<file path="src/rtl/ptmr_pkg.sv">
// Package for the post-trigger magnitude range unit.
// Holds payload structs, status codes, state types and fixed widths; no dependencies.
`timescale 1ns / 1ps

package ptmr_pkg;

	localparam int SAMPLE_BITS = 24;
	localparam int INDEX_BITS  = 16;
	localparam int RAD_BITS    = 2 * SAMPLE_BITS;
	localparam int REM_BITS    = SAMPLE_BITS + 3;
	localparam int CNT_BITS    = $clog2(SAMPLE_BITS);

	localparam logic [1:0] ST_WAITING  = 2'd0;
	localparam logic [1:0] ST_GAP      = 2'd1;
	localparam logic [1:0] ST_COMPLETE = 2'd2;

	localparam logic ACT_TRIGGER = 1'b0;

	typedef struct packed {
		logic                          action;
		logic                          gap;
		logic signed [SAMPLE_BITS-1:0] vel_z;
		logic signed [SAMPLE_BITS-1:0] vel_n;
		logic signed [SAMPLE_BITS-1:0] vel_e;
		logic signed [SAMPLE_BITS-1:0] acc_z;
		logic signed [SAMPLE_BITS-1:0] acc_n;
		logic signed [SAMPLE_BITS-1:0] acc_e;
	} in_item_t;

	typedef struct packed {
		logic [1:0]             status;
		logic [SAMPLE_BITS-1:0] vel_min;
		logic [SAMPLE_BITS-1:0] vel_max;
		logic [SAMPLE_BITS-1:0] acc_min;
		logic [SAMPLE_BITS-1:0] acc_max;
	} out_item_t;

	typedef enum logic [1:0] {
		SQ_IDLE,
		SQ_SUM,
		SQ_ROOT,
		SQ_DONE
	} sq_state_t;

	typedef enum logic [2:0] {
		T_IDLE,
		T_CHECK,
		T_VEL,
		T_ACC,
		T_APPLY
	} top_state_t;

endpackage

</file>
<file path="src/rtl/post_trigger_magnitude_range_unit.sv">
// Top level of the post-trigger magnitude range unit.
// Channel     | direction | payload    | handshake
// in          | input     | in_item_t  | in_valid / in_stall
// out         | output    | out_item_t | out_valid / out_stall
// apb         | input     | 16-bit reg | psel, penable, pwrite, pready
// Items outside the window, triggers and gap samples go from transfer to result without the root unit.
// In-window samples send two magnitudes through the shared square root
// unit, each by squaring the components and then resolving one root bit per cycle.
// One item is in work at a time; the next transfer is taken once the result is registered.
// A stalled result holds in the output register. Reset clears measurement and windows 10/20.
// Depends on ptmr_pkg and ptmr_mag.
`timescale 1ns / 1ps

module post_trigger_magnitude_range_unit (
	input  logic                clk,
	input  logic                arst_n,
	input  logic                in_valid,
	output logic                in_stall,
	input  ptmr_pkg::in_item_t  in_data,
	output logic                out_valid,
	input  logic                out_stall,
	output ptmr_pkg::out_item_t out_data,
	input  logic                psel,
	input  logic                penable,
	input  logic                pwrite,
	input  logic [2:0]          paddr,
	input  logic [31:0]         pwdata,
	output logic [31:0]         prdata,
	output logic                pready
);

	localparam int SB = ptmr_pkg::SAMPLE_BITS;
	localparam int IB = ptmr_pkg::INDEX_BITS;

	ptmr_pkg::top_state_t state_q, state_d;

	logic [IB-1:0] win_start_q, win_end_q;
	logic [1:0]    meas_status_q;
	logic [IB-1:0] sample_index_q;
	logic [SB-1:0] vel_low_q, vel_high_q, acc_low_q, acc_high_q;
	logic [SB-1:0] vel_mag_q;
	ptmr_pkg::in_item_t  item_q;
	ptmr_pkg::out_item_t out_q;
	logic                out_valid_q;

	logic          need;
	logic          sq_start, sq_done;
	logic [SB-1:0] sq_root;
	logic          apply_now;
	logic          slot_free;
	logic          cfg_wr;

	logic [1:0]    status_d;
	logic [IB-1:0] index_d;
	logic [SB-1:0] vel_low_d, vel_high_d, acc_low_d, acc_high_d;

	// configuration port
	assign pready = 1'b1;
	assign cfg_wr = psel & penable & pwrite;
	assign prdata = paddr[2] ? 32'(win_end_q) : 32'(win_start_q);

	always_ff @(posedge clk or negedge arst_n) begin
		if (!arst_n) begin
			win_start_q <= IB'(10);
			win_end_q   <= IB'(20);
		end else if (cfg_wr) begin
			if (paddr[2]) win_end_q <= pwdata[IB-1:0];
			else win_start_q <= pwdata[IB-1:0];
		end
	end

	assign need = (item_q.action != ptmr_pkg::ACT_TRIGGER)
		&& (meas_status_q == ptmr_pkg::ST_WAITING) && !item_q.gap
		&& (sample_index_q >= win_start_q) && (sample_index_q <= win_end_q);

	assign slot_free = !out_valid_q || !out_stall;

	ptmr_mag u_mag (
		.clk    (clk),
		.arst_n (arst_n),
		.start  (sq_start),
		.a      ((state_q == ptmr_pkg::T_VEL) ? item_q.acc_z : item_q.vel_z),
		.b      ((state_q == ptmr_pkg::T_VEL) ? item_q.acc_n : item_q.vel_n),
		.c      ((state_q == ptmr_pkg::T_VEL) ? item_q.acc_e : item_q.vel_e),
		.done   (sq_done),
		.root   (sq_root)
	);

	// next state
	always_comb begin
		state_d = state_q;
		unique case (state_q)
			ptmr_pkg::T_IDLE: begin
				if (in_valid) state_d = ptmr_pkg::T_CHECK;
			end
			ptmr_pkg::T_CHECK: begin
				state_d = need ? ptmr_pkg::T_VEL : ptmr_pkg::T_APPLY;
			end
			ptmr_pkg::T_VEL: begin
				if (sq_done) state_d = ptmr_pkg::T_ACC;
			end
			ptmr_pkg::T_ACC: begin
				if (sq_done) state_d = ptmr_pkg::T_APPLY;
			end
			ptmr_pkg::T_APPLY: begin
				if (slot_free) state_d = ptmr_pkg::T_IDLE;
			end
			default: state_d = ptmr_pkg::T_IDLE;
		endcase
	end

	// outputs of the sequencer
	always_comb begin
		in_stall  = 1'b1;
		sq_start  = 1'b0;
		apply_now = 1'b0;
		unique case (state_q)
			ptmr_pkg::T_IDLE:  in_stall = 1'b0;
			ptmr_pkg::T_CHECK: sq_start = need;
			ptmr_pkg::T_VEL:   sq_start = sq_done;
			ptmr_pkg::T_ACC:   ;
			ptmr_pkg::T_APPLY: apply_now = slot_free;
			default: ;
		endcase
	end

	// measurement update for the held item
	always_comb begin
		status_d   = meas_status_q;
		index_d    = sample_index_q;
		vel_low_d  = vel_low_q;
		vel_high_d = vel_high_q;
		acc_low_d  = acc_low_q;
		acc_high_d = acc_high_q;
		priority if (item_q.action == ptmr_pkg::ACT_TRIGGER) begin
			status_d   = ptmr_pkg::ST_WAITING;
			index_d    = '0;
			vel_low_d  = '0;
			vel_high_d = '0;
			acc_low_d  = '0;
			acc_high_d = '0;
		end else if (meas_status_q == ptmr_pkg::ST_WAITING) begin
			if (item_q.gap) begin
				status_d = ptmr_pkg::ST_GAP;
			end else begin
				if (need) begin
					// min follows any value while the max is still zero
					if (vel_high_q == '0 || vel_mag_q < vel_low_q) vel_low_d = vel_mag_q;
					if (vel_high_q < vel_mag_q) vel_high_d = vel_mag_q;
					if (acc_high_q == '0 || sq_root < acc_low_q) acc_low_d = sq_root;
					if (acc_high_q < sq_root) acc_high_d = sq_root;
				end
				if (sample_index_q >= win_end_q) status_d = ptmr_pkg::ST_COMPLETE;
				if (sample_index_q != '1) index_d = sample_index_q + IB'(1);
			end
		end
	end

	always_ff @(posedge clk or negedge arst_n) begin
		if (!arst_n) begin
			state_q        <= ptmr_pkg::T_IDLE;
			out_valid_q    <= 1'b0;
			meas_status_q  <= ptmr_pkg::ST_WAITING;
			sample_index_q <= '0;
			vel_low_q      <= '0;
			vel_high_q     <= '0;
			acc_low_q      <= '0;
			acc_high_q     <= '0;
		end else begin
			state_q <= state_d;
			if (apply_now) begin
				out_valid_q    <= 1'b1;
				meas_status_q  <= status_d;
				sample_index_q <= index_d;
				vel_low_q      <= vel_low_d;
				vel_high_q     <= vel_high_d;
				acc_low_q      <= acc_low_d;
				acc_high_q     <= acc_high_d;
			end else if (out_valid_q && !out_stall) begin
				out_valid_q <= 1'b0;
			end
		end
	end

	// payload registers
	always_ff @(posedge clk) begin
		if (in_valid && !in_stall) item_q <= in_data;
		if (state_q == ptmr_pkg::T_VEL && sq_done) vel_mag_q <= sq_root;
		if (apply_now) begin
			out_q.status  <= status_d;
			out_q.vel_min <= vel_low_d;
			out_q.vel_max <= vel_high_d;
			out_q.acc_min <= acc_low_d;
			out_q.acc_max <= acc_high_d;
		end
	end

	assign out_valid = out_valid_q;
	assign out_data  = out_q;

endmodule

</file>
<file path="src/rtl/ptmr_mag.sv">
// Iterative vector magnitude: floor(sqrt(a^2 + b^2 + c^2)).
// One shared multiplier sums the squares, then one root bit is resolved per cycle.
// Depends on ptmr_pkg.
`timescale 1ns / 1ps

module ptmr_mag (
	input  logic                                   clk,
	input  logic                                   arst_n,
	input  logic                                   start,
	input  logic signed [ptmr_pkg::SAMPLE_BITS-1:0] a,
	input  logic signed [ptmr_pkg::SAMPLE_BITS-1:0] b,
	input  logic signed [ptmr_pkg::SAMPLE_BITS-1:0] c,
	output logic                                   done,
	output logic [ptmr_pkg::SAMPLE_BITS-1:0]        root
);

	localparam int SB = ptmr_pkg::SAMPLE_BITS;
	localparam int RB = ptmr_pkg::RAD_BITS;
	localparam int MB = ptmr_pkg::REM_BITS;
	localparam int CB = ptmr_pkg::CNT_BITS;
	localparam logic [CB-1:0] SUM_LAST  = CB'(3);
	localparam logic [CB-1:0] ROOT_LAST = CB'(SB - 1);

	ptmr_pkg::sq_state_t state_q, state_d;

	logic [CB-1:0] cnt_q;
	logic [SB-1:0] comp_q [3];
	logic [RB-1:0] prod_q;
	logic [RB-1:0] rad_q;
	logic [MB-1:0] rem_q;
	logic [SB-1:0] root_q;

	logic [MB-1:0]   rem_sh;
	logic [MB-1:0]   trial;
	logic            fits;
	logic [SB-1:0]   abs_a, abs_b, abs_c;

	function automatic logic [SB-1:0] abs_val(input logic signed [SB-1:0] v);
		logic [SB-1:0] u;
		u = v;
		return v[SB-1] ? (~u + SB'(1)) : u;
	endfunction

	assign abs_a = abs_val(a);
	assign abs_b = abs_val(b);
	assign abs_c = abs_val(c);

	assign rem_sh = {rem_q[MB-3:0], rad_q[RB-1 -: 2]};
	assign trial  = MB'({root_q, 2'b01});
	assign fits   = (rem_sh >= trial);

	assign done = (state_q == ptmr_pkg::SQ_DONE);
	assign root = root_q;

	always_comb begin
		state_d = state_q;
		unique case (state_q)
			ptmr_pkg::SQ_IDLE, ptmr_pkg::SQ_DONE: begin
				state_d = start ? ptmr_pkg::SQ_SUM : ptmr_pkg::SQ_IDLE;
			end
			ptmr_pkg::SQ_SUM: begin
				if (cnt_q == SUM_LAST) state_d = ptmr_pkg::SQ_ROOT;
			end
			ptmr_pkg::SQ_ROOT: begin
				if (cnt_q == ROOT_LAST) state_d = ptmr_pkg::SQ_DONE;
			end
			default: state_d = ptmr_pkg::SQ_IDLE;
		endcase
	end

	always_ff @(posedge clk or negedge arst_n) begin
		if (!arst_n) begin
			state_q <= ptmr_pkg::SQ_IDLE;
			cnt_q   <= '0;
		end else begin
			state_q <= state_d;
			if (state_d != state_q) cnt_q <= '0;
			else cnt_q <= cnt_q + CB'(1);
		end
	end

	always_ff @(posedge clk) begin
		unique case (state_q)
			ptmr_pkg::SQ_IDLE, ptmr_pkg::SQ_DONE: begin
				if (start) begin
					comp_q[0] <= abs_a;
					comp_q[1] <= abs_b;
					comp_q[2] <= abs_c;
					prod_q    <= '0;
					rad_q     <= '0;
					rem_q     <= '0;
					root_q    <= '0;
				end
			end
			ptmr_pkg::SQ_SUM: begin
				// Square one component while the previous square accumulates.
				prod_q    <= comp_q[0] * comp_q[0];
				comp_q[0] <= comp_q[1];
				comp_q[1] <= comp_q[2];
				comp_q[2] <= '0;
				rad_q     <= rad_q + prod_q;
			end
			ptmr_pkg::SQ_ROOT: begin
				rad_q <= {rad_q[RB-3:0], 2'b00};
				if (fits) begin
					rem_q  <= rem_sh - trial;
					root_q <= {root_q[SB-2:0], 1'b1};
				end else begin
					rem_q  <= rem_sh;
					root_q <= {root_q[SB-2:0], 1'b0};
				end
			end
			default: ;
		endcase
	end

endmodule
</file>
<file path="config.mk">
export PLATFORM = sky130hd
export DESIGN_NAME = post_trigger_magnitude_range_unit
export DESIGN_NICKNAME = d
export VERILOG_FILES = /design/src/rtl/ptmr_pkg.sv /design/src/rtl/post_trigger_magnitude_range_unit.sv /design/src/rtl/ptmr_mag.sv
export SDC_FILE = /design/constraint.sdc
export NUM_CORES = 2
export LEC_CHECK = 0
export BUFFER_PORTS_ARGS = -buffer_cell sky130_fd_sc_hd__buf_2
export CAP_MARGIN = 15
export CORE_MARGIN = 2
export CORE_UTILIZATION = 59
export DETAILED_ROUTE_END_ITERATION = 6
export GPL_TIMING_DRIVEN = 1
export MAX_ROUTING_LAYER = met4
export PLACE_DENSITY_LB_ADDON = 0.12
export SYNTH_ARGS = -nofsm -noshare
export SYNTH_HDL_FRONTEND = slang
export SYNTH_SLANG_ARGS = --single-unit
</file>
<file path="constraint.sdc">
create_clock -name clk -period 11.95 [get_ports clk]
set_clock_uncertainty 0.05 [all_clocks]
set_input_delay 2.39 -clock clk [delete_from_list [all_inputs] [get_ports clk]]
set_output_delay 2.39 -clock clk [all_outputs]
set_load 0.1 [all_outputs]
</file>
== Yosys cells after proc, flatten, opt, wreduce, memory -nomap -nowiden ==
Memories as Yosys holds them, arrays and structs flattened.
Cells that the tools add are included.
Word-level totals
  flip-flop bits (word level): 570
  bits in writable memories: 72
  logic and storage cells: 171
  memories kept: 1
Memory list
  u_mag.comp_q: words 3, width 24, rd ports 3, clocked after Yosys merged registers in 0, wr ports 3, line ptmr_mag.sv:27  | logic [SB-1:0] comp_q [3];
Operators by class
  $add $sub $neg: 7
  multiply operators: 1
  $lt $le $gt $ge: 8
  eq/ne operators: 19
  multiplexer cells: 68
  bitwise gates (word level): 9
  reduce and logical (&&, ||, !) cells: 28
Operators with widths (number)
  2-to-1 mux 24 bit: 30
  case mux 48 bit (3 select lines): 1
  less-than comparator 24 bit: 4
  case mux 48 bit (2 select lines): 1
  2-to-1 mux 16 bit: 5
  adder 24 x 1 -> 24 bit, second input constant: 3
  NOT 24 bit: 3
  2-to-1 mux 25 bit: 2
  case mux 25 bit (2 select lines): 1
  adder 48 bit: 1
  logical NOT 24 bit: 2
  multiplier 24 x 24 -> 48 bit: 1
  2-to-1 mux 48 bit: 1
  case mux 24 bit (2 select lines): 1
  greater-or-equal comparator 16 bit: 2
  greater-or-equal comparator 27 x 26 -> 1 bit: 1
  subtractor 25 bit: 1
  adder 16 x 1 -> 16 bit, second input constant: 1
  <= comparator 16 bit: 1
  inequality test 16 bit, second input constant: 1
  2-to-1 mux 3 bit: 5
  case mux 3 bit (5 select lines): 1
  2-to-1 mux 2 bit: 6
  2-to-1 mux 1 bit: 11
  26 further kinds: 54

== Longest topological paths before layout ==
  depth in word-level cells: 10
  gate-level depth with buffers: 28

== Hierarchy ==
Synthesis repeated with hierarchy kept, for this count alone.
Second synthesis, totals
  cell total of the unflattened synthesis: 5060
  area, all modules: 51286.7 µm²
Modules (own cells, without submodules)
  ptmr_mag: times used 1, cells each 3171, area an instance 30045.1 µm²
  post_trigger_magnitude_range_unit: times used 1, cells each 1889, area an instance 21241.6 µm²

== Least setup slack after synthesis ==
Ideal clock, no wire load.
  path type: input to register
  start: input in_valid
  end: register item_q[0] (netlist bit), enable pin
  arrival: 8.455 ns
  path slack: 2.792 ns
  cell stages on the path: 2
  buffers on the path: 0
  cells stage by stage: inv_1 nor2_1
Between the ends
  word-level cells in the longest chain between the ends: 1
RTL lines
  start: declaration: line post_trigger_magnitude_range_unit.sv:17  | input logic in_valid,
  logical AND 1 bit: line post_trigger_magnitude_range_unit.sv:187  | if (in_valid && !in_stall) item_q <= in_data;
  end signal: assignment: line post_trigger_magnitude_range_unit.sv:187
  end: declaration: line post_trigger_magnitude_range_unit.sv:42  | ptmr_pkg::in_item_t item_q;
No other way between the ends.
A chain may end at the register's enable or synchronous reset.

==> results.md <==
- Status: complete, no violations
- Synth Area in Simple Gates: between 10 and 15%
- Vias in the first global route: 36853
- Total CTS buffers: 71
- GR peak layer: met2
- Most common cell after layout, fill and taps aside: inv_1
- Post-route ant nets: 0
- Drt wl/cell: roughly 19 um
- Avg Inst Size Synth: 10.3 sq um
- Clock buffer depth: 3
- GRT overflow: 0
- Slowest cell delay on critical path: 1.08 ns
- Slowest cell on the critical path: edfxtp_1
- Sink Count: 641
- Final GP Congestion: 0.889
- Worst EP required: 12.36 ns
- Fin Setup TNS: 0 ns
- Layout Utilization: between 60% and 70%
- Starting density of the core: 59.7%
- CP endpoint kind: register
- Largest net degree at the start of global routing: between 100 and 150
- Synth top area share: 28.6%
- Final setup violating endpoints: 0
- GR Util met1: 37.1%
- Core Rows: 107
- Max-cap violation count: 0
- CTS-repair resized insts: 0
- Die width: 298 um
- NumNets Final: roughly 6100
- Final Cycle Share: 69.8%
- Io pins: 321
- Dominant synthesized flop cell: edfxtp_1
- Via count: about 36000
- RSZ-0062 raised after global routing: false
- Largest family of logic cells by synthesized area: adder cells
- DRT iter0 DRCs: 2544
- Hold Vio Cnt, Final: 0
- Layout cell share with drive strength beyond 1: 10.5%
- Netlist Area Pre-Place: slightly above 50000 sq um
- H-tree depth: 3
- Achievable Freq: 120 MHz
- EDFF count, synth: 484
- First-pass GRT wire length: 191000 um
- Crit-path cells: nand2_1 -> fa_1 -> inv_1 -> fa_1 -> inv_1 -> fa_1 -> fa_1 -> inv_1 -> fa_1 -> fa_1 -> fa_1 -> ha_1 -> nand4_1 -> nor3_1 -> nand3_1 -> nor4_1 -> o21ai_0 -> a21oi_1 -> mux2_2 -> o211ai_1
- Post-synthesis sequential area ratio: 36.3%
- Pre-Repair DR Iteration Count: 5
- Start point of the critical path: u_mag.comp_q[0][18]
- Post-synthesis adder-cell area fraction: 26.0%
- DP HPWL: 85100 um
- Register bit total from synthesis: 641
- Most frequent cells in the layout: inv_1, edfxtp_1, nand2_1
- Core area: 85300 sq um
- Die height: 298 um
- Routing usage on met3: 3.84%
- Post-synthesis xor/xnor area fraction: under 10%
- # DRC: 0
- Die ar.: about 89000 sq um
- Min Tclk post-route: 8.34 ns
- Top cells by area, synth: edfxtp_1, fa_1, ha_1
- GR Util met2: 43.5%
- Cts-stage hold buffer count: 0
- Multi-input logic area: just under 30000 sq um
- Crit Path Class: register to register
- Final-layout fill cell count: 6896
- Gr usage total: 27.5%
- Yosys warning count: 0
- Crit-path max FO: 21
- Synth Area in Compound Gates: 10.8%
- Initial antenna violation count: 11
- Area grow syn2layout: 9.17%
- PortBufs: around 290
- CTS tree: built
- Share of synthesized registers carrying an async set or reset: 24.5%
- CP startpoint kind: register
- Post-Synthesis Cells: 4932
- Cell taking the most area after synthesis: edfxtp_1
- Clk pin slew, worst setup/hold paths: 0.06 ns
- CP arrival: 8.75 ns
- Vias per cell: 5.75
- Unique masters post-synth: 97
- Storage cell area: 18500 sq um
- Final slew viol count: 0
- HP Class: register to register
- Worst-skew pair later-pin latency: around 0.65 ns
- Routed Wire Length: 118000 um
- Tightest Pin Transition: 1.21 ns
- Clk root buf: clkbuf_16
- Worst r2r src: u_mag.comp_q[0][18]
- Most frequent CP cell: fa_1
- Hold Crit Start: win_start_q[7]
- Slew margin rel.: 19.2%
- Setup Buffers After CTS: 0
- Mux cell area share after synthesis: under 10%
## cell usage after synthesis, drive strengths merged (61+ instances only)
master / instances
o21ai: 213
buf: 61
ha: 381
a21oi: 192
clkbuf: 185
a21o: 108
fa: 424
nor2: 304
and2: 139
inv: 686
nor3: 69
dfrtp: 153
mux2i: 148
nand4: 96
nand2: 481
xnor2: 92
xor2: 91
edfxtp: 484
nand3: 117
o311ai: 62
## cell families (layout without fill, tap and decap cells)
family / count (synthesis) / after routing
compound gates: 835 / 835
buf+inv: 932 / 1149
other cells: 2 / 27
simple gates: 1343 / 1343
fa+ha+maj: 805 / 805
flops: 641 / 641
xor+xnor: 183 / 183
mux: 191 / 191
## state kept, by name, summed over array words and instances, names as in the netlist, 25 cells and up
name / flops
u_mag.rem_q: 25
u_mag.rad_q: 48
out_data: 98
item_q: 146
u_mag.comp_q: 72
u_mag.prod_q: 47
## metrics by stage
stage | area (sq um) | hold slack (ns) | worst slack (ns) | cells
after floorplan | 50900 | 0.429 | 2.79 | 4947
after global placement | 53200 | 0.437 | 3.69 | 6178
after detailed placement | 53200 | 0.443 | 3.63 | 6178
after CTS | 55500 | 0.456 | 3.59 | 6306
after global routing | 55600 | 0.462 | 3.24 | 6318
final | 55600 | 0.453 | 3.61 | 6318
## area by class of cell
type	count	area share, %
timing repair buffer	335	3.31
clock buffer	92	3.45
antenna	10	0.0450
inverter	686	4.65
multi-input combinational	3374	52.0
clock inverter	36	0.721
sequential	641	33.2
tap	1144	2.58
## path summary, 6_finish.rpt
check,slack [ns],cells after the start,endpoint
worst min-delay path,0.45,1,win_start_q[7]
max in group asynchronous,8.23,3,acc_high_q[5]
worst max-delay path,3.61,20,u_mag.prod_q[44]
min in group asynchronous,1.66,1,win_end_q[8]
worst min register to register,0.45,1,win_start_q[7]
worst max register to register,3.61,20,u_mag.prod_q[44]
## per-layer routing
layer	wire length, um	vias to the layer above	part of all wire, %
li1	-	17224	-
met3	6620	209	5.6
met2	56100	1031	48
met5	0	-	0
met1	51500	17888	44
met4	3280	0	2.8
## critical path: cells and delay by family, from the launching register on
family                     cells  cell delay (ns)
adders and majority gates      8             4.11
and+or+nand+nor                5             1.80
DFF                            1             1.08
AOI/OAI and AO/OA              3             0.62
muxes                          1             0.35
buffers and inverters          3             0.16
Power is left out: the tool's default activity adds up to more than one toggle a clock period on the data nets, which glitch-free logic cannot reach.
